--- config.mk ---
export PLATFORM = sky130hd
export DESIGN_NAME = register_file_alu_step_core
export DESIGN_NICKNAME = d
export VERILOG_FILES = /design/src/design/rfas_pkg.sv /design/src/design/rfas_regfile.sv /design/src/design/rfas_alu.sv /design/src/design/register_file_alu_step_core.sv
export SDC_FILE = /design/constraint.sdc
export NUM_CORES = 1
export LEC_CHECK = 0
export CORE_MARGIN = 2
export CORE_UTILIZATION = 60
export DETAILED_ROUTE_END_ITERATION = 12
export DONT_BUFFER_PORTS = 1
export PLACE_DENSITY_LB_ADDON = 0.2
export SYNTH_ARGS = -nofsm -noshare
export SYNTH_HDL_FRONTEND = slang
export SYNTH_SLANG_ARGS = --single-unit
--- constraint.sdc ---
create_clock -name clk -period 4.98 [get_ports clk]
set_input_delay 0.249 -clock clk [delete_from_list [all_inputs] [get_ports clk]]
set_output_delay 0.249 -clock clk [all_outputs]
set_load 0.01 [all_outputs]
--- src/design/rfas_pkg.sv ---
// ----------------------------------------------------------------------------
// rfas_pkg: shared definitions for the register-file ALU step core
// Data width, register-file geometry, instruction field positions, ALU
// operation codes and the register-file reset contents.
// ----------------------------------------------------------------------------
package rfas_pkg;

  localparam int DATA_WIDTH = 16;
  localparam int REG_COUNT  = 8;
  localparam int REG_AW     = $clog2(REG_COUNT);
  localparam int INSTR_W    = 16;
  localparam int SHAMT_W    = $clog2(DATA_WIDTH);

  // Instruction field positions
  localparam int RA_LSB = 13;
  localparam int RB_LSB = 10;
  localparam int OP_LSB = 2;
  localparam int OP_W   = 3;

  typedef logic [DATA_WIDTH-1:0] data_t;
  typedef logic [REG_AW-1:0]     reg_addr_t;

  typedef enum logic [OP_W-1:0] {
    OP_ADD = 3'd0,
    OP_SUB = 3'd1,
    OP_AND = 3'd2,
    OP_OR  = 3'd3,
    OP_XOR = 3'd4,
    OP_SHL = 3'd5,
    OP_SHR = 3'd6,
    OP_CMP = 3'd7
  } op_t;

  // Compare outcome codes
  localparam data_t CMP_EQ = DATA_WIDTH'(0);
  localparam data_t CMP_GT = DATA_WIDTH'(1);
  localparam data_t CMP_LT = DATA_WIDTH'(2);

  localparam data_t SHIFT_LIMIT = DATA_WIDTH'(DATA_WIDTH);

  localparam data_t RST_VALS [REG_COUNT] = '{
    DATA_WIDTH'(15), DATA_WIDTH'(7),  DATA_WIDTH'(12), DATA_WIDTH'(1),
    DATA_WIDTH'(9),  DATA_WIDTH'(2),  DATA_WIDTH'(22), DATA_WIDTH'(7)
  };

  // Register-file write port
  typedef struct packed {
    logic      en;
    reg_addr_t addr;
    data_t     data;
  } rf_wr_t;

endpackage

--- src/design/rfas_regfile.sv ---
// ----------------------------------------------------------------------------
// rfas_regfile: eight-entry register file
// One write port and two read ports with registered read data. Entries that
// have never been written read back as their reset contents.
// ----------------------------------------------------------------------------
module rfas_regfile (
  input  logic              clk,
  input  logic              rst_n,
  input  logic              rd_en,
  input  rfas_pkg::reg_addr_t rd_addr_a,
  input  rfas_pkg::reg_addr_t rd_addr_b,
  input  rfas_pkg::rf_wr_t  wr,
  output rfas_pkg::data_t   rd_data_a,
  output rfas_pkg::data_t   rd_data_b
);

  rfas_pkg::data_t     mem [rfas_pkg::REG_COUNT];
  logic [rfas_pkg::REG_COUNT-1:0] valid_r;
  rfas_pkg::data_t     mem_a_r, mem_b_r;
  logic                vld_a_r, vld_b_r;
  rfas_pkg::reg_addr_t addr_a_r, addr_b_r;

  always_ff @(posedge clk) begin
    if (!rst_n) begin
      valid_r <= '0;
    end else if (wr.en) begin
      valid_r[wr.addr] <= 1'b1;
    end
  end

  // Reads see the contents from before a write at the same edge.
  always_ff @(posedge clk) begin
    if (wr.en) begin
      mem[wr.addr] <= wr.data;
    end
    if (rd_en) begin
      mem_a_r  <= mem[rd_addr_a];
      mem_b_r  <= mem[rd_addr_b];
      vld_a_r  <= valid_r[rd_addr_a];
      vld_b_r  <= valid_r[rd_addr_b];
      addr_a_r <= rd_addr_a;
      addr_b_r <= rd_addr_b;
    end
  end

  assign rd_data_a = vld_a_r ? mem_a_r : rfas_pkg::RST_VALS[addr_a_r];
  assign rd_data_b = vld_b_r ? mem_b_r : rfas_pkg::RST_VALS[addr_b_r];

endmodule

--- src/design/rfas_alu.sv ---
// ----------------------------------------------------------------------------
// rfas_alu: two-operand ALU
// Wrapping add and subtract, bitwise logic, shifts and an unsigned compare.
// ----------------------------------------------------------------------------
module rfas_alu (
  input  rfas_pkg::op_t   op,
  input  rfas_pkg::data_t a,
  input  rfas_pkg::data_t b,
  output rfas_pkg::data_t y
);

  logic                         big_shift;
  logic [rfas_pkg::SHAMT_W-1:0] shamt;

  assign big_shift = (b >= rfas_pkg::SHIFT_LIMIT);
  assign shamt     = b[rfas_pkg::SHAMT_W-1:0];

  always_comb begin
    case (op)
      rfas_pkg::OP_ADD: y = a + b;
      rfas_pkg::OP_SUB: y = a - b;
      rfas_pkg::OP_AND: y = a & b;
      rfas_pkg::OP_OR:  y = a | b;
      rfas_pkg::OP_XOR: y = a ^ b;
      rfas_pkg::OP_SHL: y = big_shift ? '0 : (a << shamt);
      rfas_pkg::OP_SHR: y = big_shift ? '0 : (a >> shamt);
      rfas_pkg::OP_CMP: begin
        if (a > b) begin
          y = rfas_pkg::CMP_GT;
        end else if (a < b) begin
          y = rfas_pkg::CMP_LT;
        end else begin
          y = rfas_pkg::CMP_EQ;
        end
      end
      default: y = '0;
    endcase
  end

endmodule

--- src/design/register_file_alu_step_core.sv ---
// ----------------------------------------------------------------------------
// register_file_alu_step_core: two-operand register ALU, one instruction a cycle unless the output stalls
//
// Each input item is a 16-bit instruction: bits 15:13 name the destination,
// which is also the first source, bits 12:10 the second source and bits 4:2
// the operation. Each item yields one result item carrying the ALU result and
// the destination's contents from before the write-back.
// Both channels use valid/ready. An item accepted at one clock edge is read
// from the register file at that edge, goes through the ALU in the next cycle
// and is captured in the output register, raising out_valid, once the operand
// stage advances. One item is accepted every cycle while the output does not
// stall; the register-file read, ALU and write-back follow in that order, and a
// result that the next instruction needs is forwarded straight from the ALU.
// A synchronous reset empties both stages and returns every register to its
// reset contents (15, 7, 12, 1, 9, 2, 22, 7). When the receiver stalls, the
// output register holds its item, the operand stage fills behind it and
// in_ready then falls until out_ready returns.
// ----------------------------------------------------------------------------
module register_file_alu_step_core (
  input  logic        clk,
  input  logic        rst_n,
  input  logic        in_valid,
  output logic        in_ready,
  input  logic [15:0] in_instruction,
  output logic        out_valid,
  input  logic        out_ready,
  output logic [15:0] out_result,
  output logic [15:0] out_previous_value
);

  logic                in_accept;
  logic                s1_adv;
  rfas_pkg::reg_addr_t in_ra, in_rb;
  rfas_pkg::op_t       in_op;

  logic                s1_vld_r;
  rfas_pkg::op_t       s1_op_r;
  rfas_pkg::reg_addr_t s1_ra_r;
  logic                fwd_a_r, fwd_b_r;
  rfas_pkg::data_t     fwd_val_r;

  rfas_pkg::data_t     rf_a, rf_b;
  rfas_pkg::data_t     op_a, op_b, alu_y;
  rfas_pkg::rf_wr_t    wr;

  logic                out_valid_r;
  rfas_pkg::data_t     out_result_r, out_prev_r;

  assign in_ra = in_instruction[rfas_pkg::RA_LSB +: rfas_pkg::REG_AW];
  assign in_rb = in_instruction[rfas_pkg::RB_LSB +: rfas_pkg::REG_AW];
  assign in_op = rfas_pkg::op_t'(in_instruction[rfas_pkg::OP_LSB +: rfas_pkg::OP_W]);

  assign s1_adv    = !out_valid_r || out_ready;
  assign in_ready  = !s1_vld_r || s1_adv;
  assign in_accept = in_valid && in_ready;

  // The operand stage retires into the output register at every edge where it
  // advances, so its write-back lands at the same edge as a new item's read.
  assign wr.en   = s1_vld_r && s1_adv;
  assign wr.addr = s1_ra_r;
  assign wr.data = alu_y;

  rfas_regfile u_regfile (
    .clk       (clk),
    .rst_n     (rst_n),
    .rd_en     (in_accept),
    .rd_addr_a (in_ra),
    .rd_addr_b (in_rb),
    .wr        (wr),
    .rd_data_a (rf_a),
    .rd_data_b (rf_b)
  );

  assign op_a = fwd_a_r ? fwd_val_r : rf_a;
  assign op_b = fwd_b_r ? fwd_val_r : rf_b;

  rfas_alu u_alu (
    .op (s1_op_r),
    .a  (op_a),
    .b  (op_b),
    .y  (alu_y)
  );

  always_ff @(posedge clk) begin
    if (!rst_n) begin
      s1_vld_r <= 1'b0;
    end else if (in_ready) begin
      s1_vld_r <= in_valid;
    end
  end

  // On acceptance any item in the operand stage is retiring, so its result
  // replaces the stale register-file read where the addresses match.
  always_ff @(posedge clk) begin
    if (in_accept) begin
      s1_op_r   <= in_op;
      s1_ra_r   <= in_ra;
      fwd_a_r   <= s1_vld_r && (s1_ra_r == in_ra);
      fwd_b_r   <= s1_vld_r && (s1_ra_r == in_rb);
      fwd_val_r <= alu_y;
    end
  end

  always_ff @(posedge clk) begin
    if (!rst_n) begin
      out_valid_r <= 1'b0;
    end else if (s1_adv) begin
      out_valid_r <= s1_vld_r;
    end
  end

  always_ff @(posedge clk) begin
    if (wr.en) begin
      out_result_r <= alu_y;
      out_prev_r   <= op_a;
    end
  end

  assign out_valid          = out_valid_r;
  assign out_result         = out_result_r;
  assign out_previous_value = out_prev_r;

  a_ready_when_empty: assert property (@(posedge clk) disable iff (!rst_n)
    !out_valid |-> in_ready)
    else $error("input stalled while the output register is empty");

  a_accept_fills_stage: assert property (@(posedge clk) disable iff (!rst_n)
    in_accept |=> s1_vld_r)
    else $error("accepted item did not reach the operand stage");

  a_retire_payload: assert property (@(posedge clk) disable iff (!rst_n)
    wr.en |=> (out_valid && out_result == $past(alu_y)
               && out_previous_value == $past(op_a)))
    else $error("retiring item not captured in the output register");

endmodule
# --- After elaboration in Yosys (flattened, before gate mapping) ---
# Memory sizes are Yosys's and may differ from the RTL's. A register that Yosys moved wholly into a read port is not among the register bits.
# Index checks and enable logic that the tools add are counted.
op_classes:
  shift: 2
  addsub: 2
  eq_ne: 9
  order_cmp: 9
  n_mux: 21
  n_reduce_logical: 10
  mul: 0
  n_div: 0
  bitwise: 6
ops:
  columns: ["op", "n"]
  rows:
  - ["two-way mux 16 bit", 11]
  - ["case mux 16 bit (8 select lines)", 1]
  - ["adder 16 bit", 1]
  - ["AND 16 bit", 1]
  - [">= comparator 16 x 5 -> 1 bit, second input constant", 1]
  - ["> comparator 16 bit", 1]
  - ["less-than comparator 16 bit", 1]
  - ["bitwise OR 16 bit", 1]
  - ["left shift 16 x 4 -> 16 bit", 1]
  - [">> shifter 16 x 4 -> 16 bit", 1]
  - ["subtractor 16 bit", 1]
  - ["bitwise XOR 16 bit", 1]
  - ["equality test 3 bit, second input constant", 4]
  - ["less-than comparator 3 x 4 -> 1 bit, second input constant", 3]
  - [">= comparator 4 bit, second input constant", 2]
  - ["inverter 3 -> 4 bit", 2]
  - ["bitwise OR 8 bit", 1]
  - ["binary-select mux 1 bit (select 3 bit)", 2]
  - ["equality test 3 x 2 -> 1 bit, second input constant", 2]
  - ["equality test 3 bit", 2]
  - ["logical AND 1 bit", 5]
  - ["two-way mux 1 bit", 5]
  - ["demux 1 bit (select 3 bit)", 1]
  - ["equality test 3 x 1 -> 1 bit, second input constant", 1]
  - ["other kinds (5)", 7]
word_totals:
  n_memories: 3
  romBits: 256
  output_inout_bits: 34
  in_bits: 20
  ram_bits: 128
  wordCells: 75
  reg_bits: 71
  latchBits: 0
memory_table:
  columns: ["memory", "words", "width", "read_ports", "rd_ports_with_merged_regs", "write_ports", "line", "source"]
  rows:
  - ["(name not given)", 8, 16, 1, 0, 0, "rfas_regfile.sv:46", "assign rd_data_a = vld_a_r ? mem_a_r : rfas_pkg::RST_VALS[addr_a_r];"]
  - ["(name not given)", 8, 16, 1, 0, 0, "rfas_regfile.sv:47", "assign rd_data_b = vld_b_r ? mem_b_r : rfas_pkg::RST_VALS[addr_b_r];"]
  - ["u_regfile.mem", 8, 16, 2, 2, 1, "rfas_regfile.sv:17", "rfas_pkg::data_t mem [rfas_pkg::REG_COUNT];"]

# --- Logic depth before layout (Yosys ltp) ---
# Gate-level depths: netlist of the first run.
logic_depth:
  ltp_word: 10
  depth_mapped: 17
  ltp_nobuf: 15

# --- Cells and area by module ---
# Synthesis of the first run repeated with hierarchy kept, for this count alone.
unflattened:
  cells_unflattened: 1059
  hier_area_um2: 14261.2
modules_own_cells:
  columns: ["mod", "area_per_inst_um2", "n_inst", "cells_per_inst", "seq_area_each_um2"]
  rows:
  - ["rfas_regfile", 8067.7, 1, 387, 5205.0]
  - ["rfas_alu", 3860.0, 1, 563, 0.0]
  - ["register_file_alu_step_core", 2333.5, 1, 109, 1721.7]

# --- Worst setup path before layout of the first run ---
# OpenSTA, ideal clock, no wires.
synth_path:
  kind: "register -> register"
  start: "reg u_regfile.addr_a_r[1]"
  end: "reg fwd_val_r[14], data pin"
  setup_slack_ps: 665
  t_required_ps: 4694
  period_less_slack_ps: 4315
  t_arrival_ps: 4028
  stages_incl_launch_ff: 17
  path_buffers: 1
  setup_ps: 286
  path_cell_list: "edfxtp_1 > clkbuf_1 > inv_1 > ha_1 > mux2i_1 > a222oi_1 > inv_1 > ha_1 > fa_1 > nor2b_1 > o311a_1 > o22ai_1 > a211o_1 > a21oi_1 > o41ai_1 > xnor2_1 > a211o_1"
synth_via:
  elab_chain_len: 9
  word_cells_on_any_way: 16
  cone_classes: "add/sub (2); shift (2); mux (7); bitwise (4); memory (1)"
synth_lines:
  columns: ["element", "line", "source"]
  rows:
  - ["from (decl)", "rfas_regfile.sv:21", "rfas_pkg::reg_addr_t addr_a_r, addr_b_r;"]
  - ["from (signal assigned)", "rfas_regfile.sv:41", "addr_a_r <= rd_addr_a;"]
  - ["inverter 3 -> 4 bit (implied by the code) (*)", "rfas_regfile.sv:46", null]
  - ["memory (8 x 16 bit) (*)", null, null]
  - ["two-way mux 16 bit (implied by the code) (*) (2 in a row)", "rfas_regfile.sv:46", null]
  - ["two-way mux 16 bit (*)", "rfas_regfile.sv:46", null]
  - ["two-way mux 16 bit (*)", "register_file_alu_step_core.sv:74", "assign op_a = fwd_a_r ? fwd_val_r : rf_a;"]
  - ["net op_a[0]", "register_file_alu_step_core.sv:43", "rfas_pkg::data_t op_a, op_b, alu_y;"]
  - ["parallel branches: the longest is 2 deep, another holds subtractor 16 bit", null, null]
  - ["case mux 16 bit (8 select lines) (*)", "rfas_alu.sv:19", "case (op)"]
  - ["net alu_y[14]", "register_file_alu_step_core.sv:43", null]
  - ["to (signal assigned)", "register_file_alu_step_core.sv:100", "fwd_val_r <= alu_y;"]
  - ["to (decl)", "register_file_alu_step_core.sv:40", "rfas_pkg::data_t fwd_val_r;"]
# Mark *: on every way through the listed nets, which the timed path passes. The select of a mux whose other input is x is not followed.
# A chain may end at the register's enable or synchronous reset.

# --- Final worst setup path of the first run ---
layout_path:
  start: "reg u_regfile.addr_a_r[0]"
  end: "mem u_regfile.mem[4][14] (netlist name), data pin"
layout_via:
  elab_chain_len: 9
  word_cells_on_any_way: 16
  cone_classes: "add/sub (2); shift (2); mux (7); bitwise (4); memory (1)"
layout_lines:
  columns: ["element", "line"]
  rows:
  - ["inverter 3 -> 4 bit (implied by the code) (*)", "rfas_regfile.sv:46"]
  - ["memory (8 x 16 bit) (*)", null]
  - ["two-way mux 16 bit (implied by the code) (*) (2 in a row)", "rfas_regfile.sv:46"]
  - ["two-way mux 16 bit (*)", "rfas_regfile.sv:46"]
  - ["two-way mux 16 bit (*)", "register_file_alu_step_core.sv:74"]
  - ["net op_a[0]", "register_file_alu_step_core.sv:43"]
  - ["parallel branches: the longest is 2 deep, another holds subtractor 16 bit", null]
  - ["case mux 16 bit (8 select lines) (*)", "rfas_alu.sv:19"]
  - ["net alu_y[14]", "register_file_alu_step_core.sv:43"]
  - ["to (decl)", "rfas_regfile.sv:17"]
# Marked as above.

==> results of run 1 <==
## registers in the layout, summed over array words and instances, names as in the netlist
name,flops
fwd_a_r,1
out_result,16
u_regfile.mem_a_r,16
fwd_b_r,1
u_regfile.addr_b_r,3
u_regfile.vld_b_r,1
u_regfile.vld_a_r,1
u_regfile.addr_a_r,3
s1_op_r,3
fwd_val_r,16
u_regfile.valid_r,8
s1_vld_r,1
u_regfile.mem,128
out_previous_value,16
out_valid,1
u_regfile.mem_b_r,16
## worst max-delay path by stage
stage | end | depth (start not counted)
5_1_grt | u_regfile.mem[5][15] | 14
2_1_floorplan | fwd_val_r[14] | 16
4_1_cts | u_regfile.mem[4][14] | 15
6_report | u_regfile.mem[4][14] | 15
3_3_place_gp | u_regfile.mem[0][14] | 15
3_5_place_dp | u_regfile.mem[2][14] | 15
## what timing repair did
item                                   CTS  global route
endpoints found under the hold margin   53             0
setup endpoints to repair                0            10
gates resized for setup                  0             1
hold buffers                            12             0
## layer usage
metal | share of wire | wire, um | vias up | GRT usage
met4 | 0.058 | 2080 | 0 | 0.168
met2 | 0.48 | 17300 | 469 | 0.505
met5 | 0 | 0 | - | 0
li1 | - | - | 4110 | -
met3 | 0.077 | 2760 | 114 | 0.0395
met1 | 0.38 | 13600 | 4555 | 0.400
## stage by stage
step | setup WS [ps] | cells
global placement | 370 | 1298
floorplan | 665 | 1044
detailed placement | 301 | 1298
finish | 335 | 1356
global route | 93.3 | 1356
CTS | 272 | 1356
## placed cells by master, fill, tap and decap left out, types with 6 or more instances in the layout
cell type / n
xnor2_1: 11
mux2_2: 40
nand3_1: 10
a221o_1: 7
nor3_1: 13
buf_4: 46
nor2_2: 9
nor2_1: 68
o21bai_1: 6
edfxtp_1: 221
nand2b_1: 13
mux2i_1: 35
nor2b_1: 10
a221oi_1: 8
a31oi_1: 7
o21ai_0: 30
clkinv_1: 7
and2_1: 6
a21oi_1: 46
clkbuf_16: 25
xor2_1: 9
nand2_1: 44
dlygate4sd3_1: 11
a22o_1: 11
o21a_1: 13
dfxtp_1: 10
o31ai_1: 8
a21o_1: 8
a22oi_1: 23
mux4_2: 69
a211oi_1: 23
a211o_1: 7
inv_1: 49
o211ai_1: 8
o22ai_1: 12
ha_1: 57
## logic make-up (layout without fill, tap and decap cells)
family	Yosys count	after routing	synth area share
flops	231	231	0.506
buf+inv	124	156	0.0407
fa+ha+maj	59	59	0.0557
mux	145	145	0.175
xor+xnor	20	20	0.0130
compound gates	260	260	0.137
simple gates	205	205	0.0726
## where the power goes
group	internal, mW	total, mW	switching [mW]	leakage, nW
Clock	1.19	1.96	0.770	0.417
Combinational	0.412	1.07	0.654	2.82
Sequential	2.28	2.34	0.0549	2.17
Total	3.88	5.36	1.48	5.41
## area by class of cell
class	instances	area, sq um
fill	1530	7040
sequential	231	6840
multi-input combinational	689	6170
clock buffer	27	633
timing repair buffer	58	475
tap	280	350
clock inverter	19	243
inverter	52	203
## worst reg2reg max path, delay by kind of cell (launching register included)
family,cells,cell delay (ps)
AO/OA/AOI/OAI,7,2120
XOR/XNOR,1,110
adder cells (fa/ha/maj),3,1050
buffers and inverters,2,360
flip-flops,1,470
multiplexers,1,70
AND/OR/NAND/NOR,1,170
==> metrics.txt, run 1 <==
CTS buffer count=25; pwr/cell area=around 360 nW/um^2; setup bufs post-CTS=0; Synth top cells by count=edfxtp_1 (221), nor2_1 (74), mux4_2 (69), ha_1 (57), inv_1 (49); Critical path origin=u_regfile.addr_a_r[0]; count leader, synth=edfxtp_1; clock slew at reported path FFs=about 60 ps; core area=between 20000 and 25000 sq um; Clock Tree Buf Depth=3; design area=about 15000 sq um; Synth Cell Area=about 14000 sq um; # IOs=54; Final HPWL DP=~24 mm; P_leak=roughly 5.4 nW; port bufs=0; synthesized flop and latch total=between 200 and 250; CP endpoint kind=register; Critical R2R Capture=u_regfile.mem[4][14]; Crit path largest cell delay=480 ps; Max Slew Vio Count=0; Reg2Reg Depth=15; num rows=54; WL final=~36 mm; slowest CP cell=a222oi_1; worst hold margin=approximately 29 ps; antenna violations before repair=0; CP Max Fanout=10; gpl congestion=slightly above 1; r2r startpoint=u_regfile.addr_a_r[0]; flop2flop setup slack=around 340 ps; Tcrit/Tclk final=0.933; Post-Syn Instances=around 1000; vias in the first global route=approximately 9300; Slew HR=0.159; CTS tree=done; starting density of the core=0.615; sequential element share of the synthesized area=0.506; final hold vios=0; Crit path buffers/inverters=2; antenna viol nets, final=0; GRT Util Overall=0.307; DR iter-0 viols=between 1000 and 1500; Area Growth Syn to Fin=10.4%; fin util=0.679; post-layout min period=4640 ps; WHS Endpoint=out_valid; CP Cell Sequence=inv_1 -> ha_1 -> mux2i_1 -> a222oi_1 -> inv_1 -> ha_1 -> fa_1 -> nor2b_1 -> o311a_1 -> o22ai_2 -> a211o_1 -> a21oi_1 -> o41ai_1 -> xnor2_1 -> a211o_1; Mapped Nets=about 1100; Overflow after GRT=0; DRC Markers=0; final setup vio count=0; CP delay by family, top=compound AO/OA/AOI/OAI gates; top cells by area, synth=edfxtp_1 (49%), mux4_2 (12%), ha_1 (5.3%), mux2_2 (3.3%), mux2i_1 (2.6%); Startpoint Class=register; worst hold path type=input port to register; maximum vdd drop=about 0.32 mV; Die ar.=23700 sq um; Yosys cell types=75; prevailing post-synth register cell=edfxtp_1; largest net degree at the start of global routing=62; vias per cell=around 6.8; RSZ-0062 raised after global routing=no; status=completed; Hold Path Origin=out_ready; Mean Syn Cell Area=12.9 sq um; f_max=between 200 and 250 MHz; number of enable flip-flop cells after synthesis=roughly 220; clk_skew=about 22 ps; CTS Sinks=about 230; dpl cell area=about 14000 sq um; number of detailed-route iterations in the first pass=5; # diodes=0; Worst Tran Pin Value=1260 ps; mean routed wirelength per cell=roughly 26 um; Power Total=between 5 and 6 mW; die height=approximately 150 um; WHS Path Cells=2; cell taking the most area after synthesis=edfxtp_1; Warnings, synthesis=0; first-pass GRT wire length=about 55 mm; critical path arrival=4890 ps; share of layout cells above drive strength 1=0.205; post-synth top area share=0.491; latest clock arrival within the worst-skew pair=550 ps; Via Count=roughly 9200; WS Path Type=register to register; setup_tns=0 ps; Die X=between 150 and 200 um; asr flop ratio synth=0; number of max-cap violations=0; Worst Path Required=between 5000 and 6000 ps; Final nets=~1100; H-tree depth=1; Clock Tree Root=clkbuf_16
Power figures use the tool's default switching activity.
==> run 2, diff against run 1 <==
- GPL_ROUTABILITY_DRIVEN: default -> 0
- clock period: 4.98 -> 4.8 ns (I/O delays scaled with it)
==> run 2 against run 1 <==
- wire length up 1.5%
- fmax increased by 2.8%
- sequential share of layout area grew 0.20 points
- global-route usage up 0.16 points
- largest cell class unchanged
- sequential power grew 4%
- total power up 1.5%
- largest power group unchanged
==> metrics.txt, run 2 (synthesis gave the netlist of run 1 again) <==
commonest non-fill, non-tap cell in the layout=edfxtp_1; Area Growth Syn to Fin=9.89%; pwr/cell area=366 nW/um^2 (+1.9%); # diodes=0 (unchanged); clock power share=0.354 (-0.011); clk_skew=20.8 ps (-1.39 ps); RSZ-0062 raised after global routing=no; CP Cell Sequence=nand2_1 -> o21ai_0 -> o31a_1 -> ha_1 -> and3b_1 -> a221oi_1 -> nor3_1 -> o31ai_1 -> o31a_1 -> or4b_2 -> nand4b_1 -> nand3_1; clock slew at reported path FFs=60 ps (about the same); num rows=54 (unchanged); Top Metal Used=met4; final hold vios=0 (unchanged); vias per cell=7.03 (+3.1%); f_max=221 MHz (+2.8%); CTS tree=done; setup_tns=0 ps (unchanged); Hold Path Origin=out_ready; first-pass GRT wire length=55.2 mm (+0.41%); Comb power frac=0.200 (about the same); number of max-cap violations=0 (unchanged); Startpoint Class=register; CTS buffer count=24 (-4.0%); critical path arrival=4640 ps (-250 ps); largest reg by FF count=u_regfile.mem; Final HPWL DP=23.8 mm (-0.40%); # IOs=54 (unchanged); GRT Util Overall=0.308 (+0.00162); met3 wire length=4.01 mm (+45%); design area=14800 sq um (-0.44%); port bufs=0 (unchanged); slowest CP cell=or4b_2; DRC Markers=0 (unchanged); most numerous cell on the critical path=o31a_1; Die ar.=23700 sq um (unchanged); die height=154 um (unchanged); WL met2=16.5 mm (-4.7%); Crit path largest cell delay=650 ps (+170 ps); Slew HR=0.244 (+0.0849); Overflow after GRT=0 (unchanged); CP Max Fanout=12 (+2); r2r startpoint=u_regfile.addr_a_r[2]; CP endpoint kind=register; maximum vdd drop=0.274 mV (-15%); Worst Path Required=4930 ps (-300 ps); final setup vio count=0 (unchanged); number of detailed-route iterations in the first pass=6 (+1); latest clock arrival within the worst-skew pair=530 ps (-20 ps); most frequent cells in the layout=edfxtp_1 (221), mux4_2 (69), nor2_1 (68); Final nets=1131 (-0.44%); vias in the first global route=9254 (-0.59%); Via Count=9495 (+2.7%); core area=22000 sq um (unchanged); Clock Tree Root=clkbuf_16; met1 wire length=14.4 mm (+5.5%); P_leak=5.37 nW (-0.79%); Max Slew Vio Count=0 (unchanged); WS Path Type=register to register; Die X=154 um (unchanged); DR iter-0 viols=1306 (+29%); antenna violations before repair=0 (unchanged); fillcell total=1544 (+0.92%); Tcrit/Tclk final=0.941 (+0.00850); Clock Tree Buf Depth=3 (unchanged); WL final=36.3 mm (+1.5%); mean routed wirelength per cell=26.9 um (+1.9%); status=completed; Largest register FFs=128 (unchanged); post-layout min period=4520 ps (-127 ps); largest net degree at the start of global routing=62 (unchanged); Critical path origin=u_regfile.addr_a_r[2]; antenna viol nets, final=0 (unchanged); Worst Tran Pin Value=1130 ps (-127 ps); worst hold path type=input port to register; dpl cell area=13900 sq um (-0.16%); share of layout cells above drive strength 1=0.205 (-0.000717); starting density of the core=0.615 (unchanged); fin util=0.676 (-0.00302); internal cell power=3.95 mW (+1.8%); CTS Sinks=231 (unchanged); net switching power figure=1.49 mW (+0.61%); sequential power share=0.446 (+0.010); Switching Share=0.273 (-0.00238); H-tree depth=1 (unchanged)
==> run 2: cell types whose count changed in the layout (fill, tap and decap cells not counted), sizes merged <==
cell,delta
bufinv,-1
inv,-1
clkinvlp,+1
dlygate4sd3,-2
clkinv,-1
buf,-2
==> run 2: path summary, 6_finish.rpt <==
check	to	slack [ps]	cells past startpoint
worst max register to register	u_regfile.mem[3][15]	280	12
worst min register to register	u_regfile.valid_r[2]	500	1
worst max-delay path	u_regfile.mem[3][15]	280	12
worst min-delay path	out_valid	20	2
==> run 2: power groups by stage <==
stage	Clock [mW]	Combinational, mW	Sequential, mW
floorplan	0	0.796	2.45
CTS	1.95	1.06	2.43
detailed placement	0	1.03	2.47
global route	2.03	1.17	2.43
global placement	0	1.01	2.46
finish	1.93	1.09	2.43
==> run 2: repair_timing <==
item / 4_1_cts / 5_1_grt
endpoints found under the hold margin: 53 / 0
buffers inserted: 0 / 0
hold buffers: 11 / 0
setup endpoints to repair: 0 / 30
gates resized for setup: 0 / 3
==> run 2: metal layers <==
| layer | vias up | GRT usage |
|---|---|---|
| li1 | 4104 | - |
| met1 | 4688 | 0.440 |
| met2 | 607 | 0.475 |
| met3 | 96 | 0.0657 |
| met4 | 0 | 0.108 |
| met5 | - | 0 |
==> run 2: worst max-delay path: cells and delay by family (launching register included) <==
family,cells,cell delay (ps)
and+or+nand+nor,6,1880
DFF,1,600
adders and majority gates,1,500
AOI/OAI and AO/OA,5,1150
==> run 2: through the flow <==
step | worst slack, ps | hold slack (ps) | total power [mW] | std cells
global route | 20.4 | 25.7 | 5.63 | 1350
finish | 282 | 20.8 | 5.44 | 1350
global placement | 393 | 339 | 3.48 | 1295
floorplan | 485 | 339 | 3.24 | 1044
detailed placement | 308 | 339 | 3.50 | 1295
CTS | 279 | 12.3 | 5.43 | 1350
==> run 2: layout make-up <==
class                   instances  area, sq um  share of cell area
clock buffers                  27          633              0.0426
inverters                      52          203              0.0137
repair buffers                 54          453              0.0305
multi-input cells             689         6180               0.416
clock inverters                17          193              0.0130
well taps                     280          350              0.0236
flip-flops and latches        231         6840               0.460
==> run 3, diff against run 2 <==
- clock period: 4.8 -> 4.3 ns (I/O delays scaled with it)
==> run 3 against run 2 <==
- total power grew 11%
- clock skew shrank 8.3 ps
- fmax increased by 9.2%
- clock power is 4% higher
- worst hold slack gained 3.5 ps
- non-clock buffer count increased by 37
- global-route usage hardly changed
- sequential share of layout area is 0.76 points lower
- design area is 1.7% higher
- final cell count increased by 2.5%
- setup slack lost 120 ps
- wire length down 0.79%
==> metrics.txt, run 3 (synthesis gave the netlist of run 1 again) <==
post-layout min period=4140 ps (-379 ps); dpl cell area=14200 sq um (+2.0%); first-pass GRT wire length=55.1 mm (-0.16%); Final nets=1168 (+3.3%); CTS buffer count=24 (unchanged); slowest CP cell=fa_1; Post-Place Worst Slack=70.8 ps (-237 ps); latest clock arrival within the worst-skew pair=540 ps (about the same); Via Count=9551 (+0.59%); largest net degree at the start of global routing=62 (unchanged); final hold vios=0 (unchanged); antenna violations before repair=0 (unchanged); share of layout cells above drive strength 1=0.233 (+0.0281); f_max=242 MHz (+9.2%); WHS Path Cells=2 (unchanged); DRC Markers=0 (unchanged); Tcrit/Tclk final=0.962 (+0.0212); Die ar.=23700 sq um (unchanged); num rows=54 (unchanged); Worst Path Required=4530 ps (-400 ps); vias in the first global route=9383 (+1.4%); clk_skew=12.5 ps (-8.26 ps); number of detailed-route iterations in the first pass=6 (unchanged); r2r startpoint=u_regfile.addr_a_r[0]; design area=15100 sq um (+1.7%); Startpoint Class=register; CTS Sinks=231 (unchanged); Largest register FFs=128 (unchanged); critical path arrival=4370 ps (-270 ps); GRT Max-Usage Layer=met2; Area Growth Syn to Fin=11.7%; CP delay by family, top=compound AO/OA/AOI/OAI gates; port bufs=0 (unchanged); Final HPWL DP=24.0 mm (+0.86%); commonest non-fill, non-tap cell in the layout=edfxtp_1; Clock Tree Root=clkbuf_16; fillcell total=1531 (-0.84%); Critical R2R Capture=u_regfile.mem[5][14]; starting density of the core=0.615 (unchanged); Die X=154 um (unchanged); pwr/cell area=398 nW/um^2 (+8.7%); mean routed wirelength per cell=26.0 um (-3.2%); WS Path Type=register to register; # IOs=54 (unchanged); flop2flop setup slack=160 ps (-120 ps); die height=154 um (unchanged); worst hold path type=input port to register; grt met3 use=0.0567 (-0.00902); Worst Tran Pin Value=1280 ps (+150 ps); GRT Util Overall=0.308 (about the same); # diodes=0 (unchanged); DR iter-0 viols=849 (-35%); grt met2 use=0.497 (+0.0214); Reg2Reg Depth=17 (+5); Crit path largest cell delay=480 ps (-170 ps); setup_tns=0 ps (unchanged); Clock Tree Buf Depth=3 (unchanged); maximum vdd drop=0.245 mV (-11%); WHS Endpoint=fwd_a_r; P_leak=5.53 nW (+3.1%); vias per cell=6.90 (-1.9%); Hold Path Origin=in_instruction[15]; Max Slew Vio Count=0 (unchanged); core area=22000 sq um (unchanged); antenna viol nets, final=0 (unchanged); CP endpoint kind=register; Slew HR=0.143 (-0.101); final setup vio count=0 (unchanged); status=completed; WL final=36.0 mm (-0.79%); CP Max Fanout=10 (-2); Overflow after GRT=0 (unchanged); CP Cell Sequence=inv_1 -> ha_1 -> mux2i_1 -> a222oi_1 -> buf_4 -> inv_1 -> ha_1 -> fa_1 -> nor2b_1 -> o311a_1 -> o22ai_1 -> buf_4 -> a211o_1 -> a21oi_1 -> o41ai_2 -> xnor2_1 -> a211o_1; largest reg by FF count=u_regfile.mem; number of max-cap violations=0 (unchanged); H-tree depth=1 (unchanged); met1 Resource Use GR=0.402 (-0.0375); most frequent cells in the layout=edfxtp_1 (221), buf_4 (77), mux4_2 (69); clock slew at reported path FFs=60 ps (about the same); CTS tree=done; Crit path buffers/inverters=4 (+4); final worst slack=162 ps (-121 ps)
## run 3: changes by cell type in the layout (fill, tap and decap cells not counted), moves of 2 or more
| cell | previous run | this run |
|---|---|---|
| buf_4 | 43 | 77 |
| clkbuf_1 | 2 | 4 |
| dlygate4sd3_1 | 9 | 12 |
| clkinvlp_4 | 4 | 1 |
| clkinv_1 | 6 | 2 |
| bufinv_16 | 4 | 0 |
| clkbuf_8 | 0 | 5 |
## run 3: area by class of cell
type / count / area (sq um) / share of cell area
Clock buffer: 34 / 709 / 0.0470
Clock inverter: 7 / 65.1 / 0.00431
Inverter: 52 / 203 / 0.0134
Multi-Input combinational cell: 689 / 6200 / 0.411
Sequential cell: 231 / 6840 / 0.453
Tap cell: 280 / 350 / 0.0232
Timing Repair Buffer: 91 / 729 / 0.0483
## run 3: what timing repair did
item | CTS | global route
hold endpoints to repair | 55 | 0
resized for setup | 0 | 8
setup endpoints to repair | 0 | 88
setup buffers | 0 | 1
hold buffers | 12 | 0
## run 3: worst max path at each step
stage	from	to	slack [ps]	cells after the start
floorplan	u_regfile.addr_a_r[1]	fwd_val_r[14]	10	16
global placement	u_regfile.addr_a_r[0]	u_regfile.mem[4][10]	160	15
detailed placement	u_regfile.addr_a_r[0]	u_regfile.mem[7][0]	70	16
CTS	u_regfile.addr_a_r[0]	fwd_val_r[10]	50	15
global route	u_regfile.addr_a_r[1]	u_regfile.mem[5][14]	-50	17
finish	u_regfile.addr_a_r[0]	u_regfile.mem[5][14]	160	17
## run 3: worst register-to-register path: stages, from the launching register on
cell and delay, ps:
edfxtp_1 350, inv_1 90, ha_1 280, mux2i_1 70, a222oi_1 280, buf_4 180, inv_1 50, ha_1 210
fa_1 480, nor2b_1 170, o311a_1 320, o22ai_1 130, buf_4 160, a211o_1 160, a21oi_1 100, o41ai_2 260
xnor2_1 100, a211o_1 430
## run 3: through the flow
stage | power [mW] | hold WS (ps) | cells | util
5_1_grt | 6.25 | 47.4 | 1384 | 0.688
4_1_cts | 6.00 | 5.61 | 1383 | 0.685
3_5_place_dp | 3.99 | 314 | 1330 | 0.645
6_report | 6.02 | 24.3 | 1384 | 0.688
2_1_floorplan | 3.62 | 314 | 1044 | -
3_3_place_gp | 3.97 | 314 | 1330 | 0.645
## run 3: power by group
| part | leakage, nW | internal (mW) | total (mW) | switching, mW |
|---|---|---|---|---|
| clock network | 0.378 | 1.15 | 2.00 | 0.849 |
| registers | 2.17 | 2.64 | 2.71 | 0.0633 |
| logic | 2.99 | 0.530 | 1.31 | 0.777 |
| total | 5.53 | 4.33 | 6.02 | 1.69 |
## run 3: per-layer routing
| metal | wire length (um) | share of wire |
|---|---|---|
| met1 | 13800 | 0.38 |
| met2 | 17100 | 0.48 |
| met3 | 2870 | 0.080 |
| met4 | 2260 | 0.063 |
| met5 | 0 | 0 |
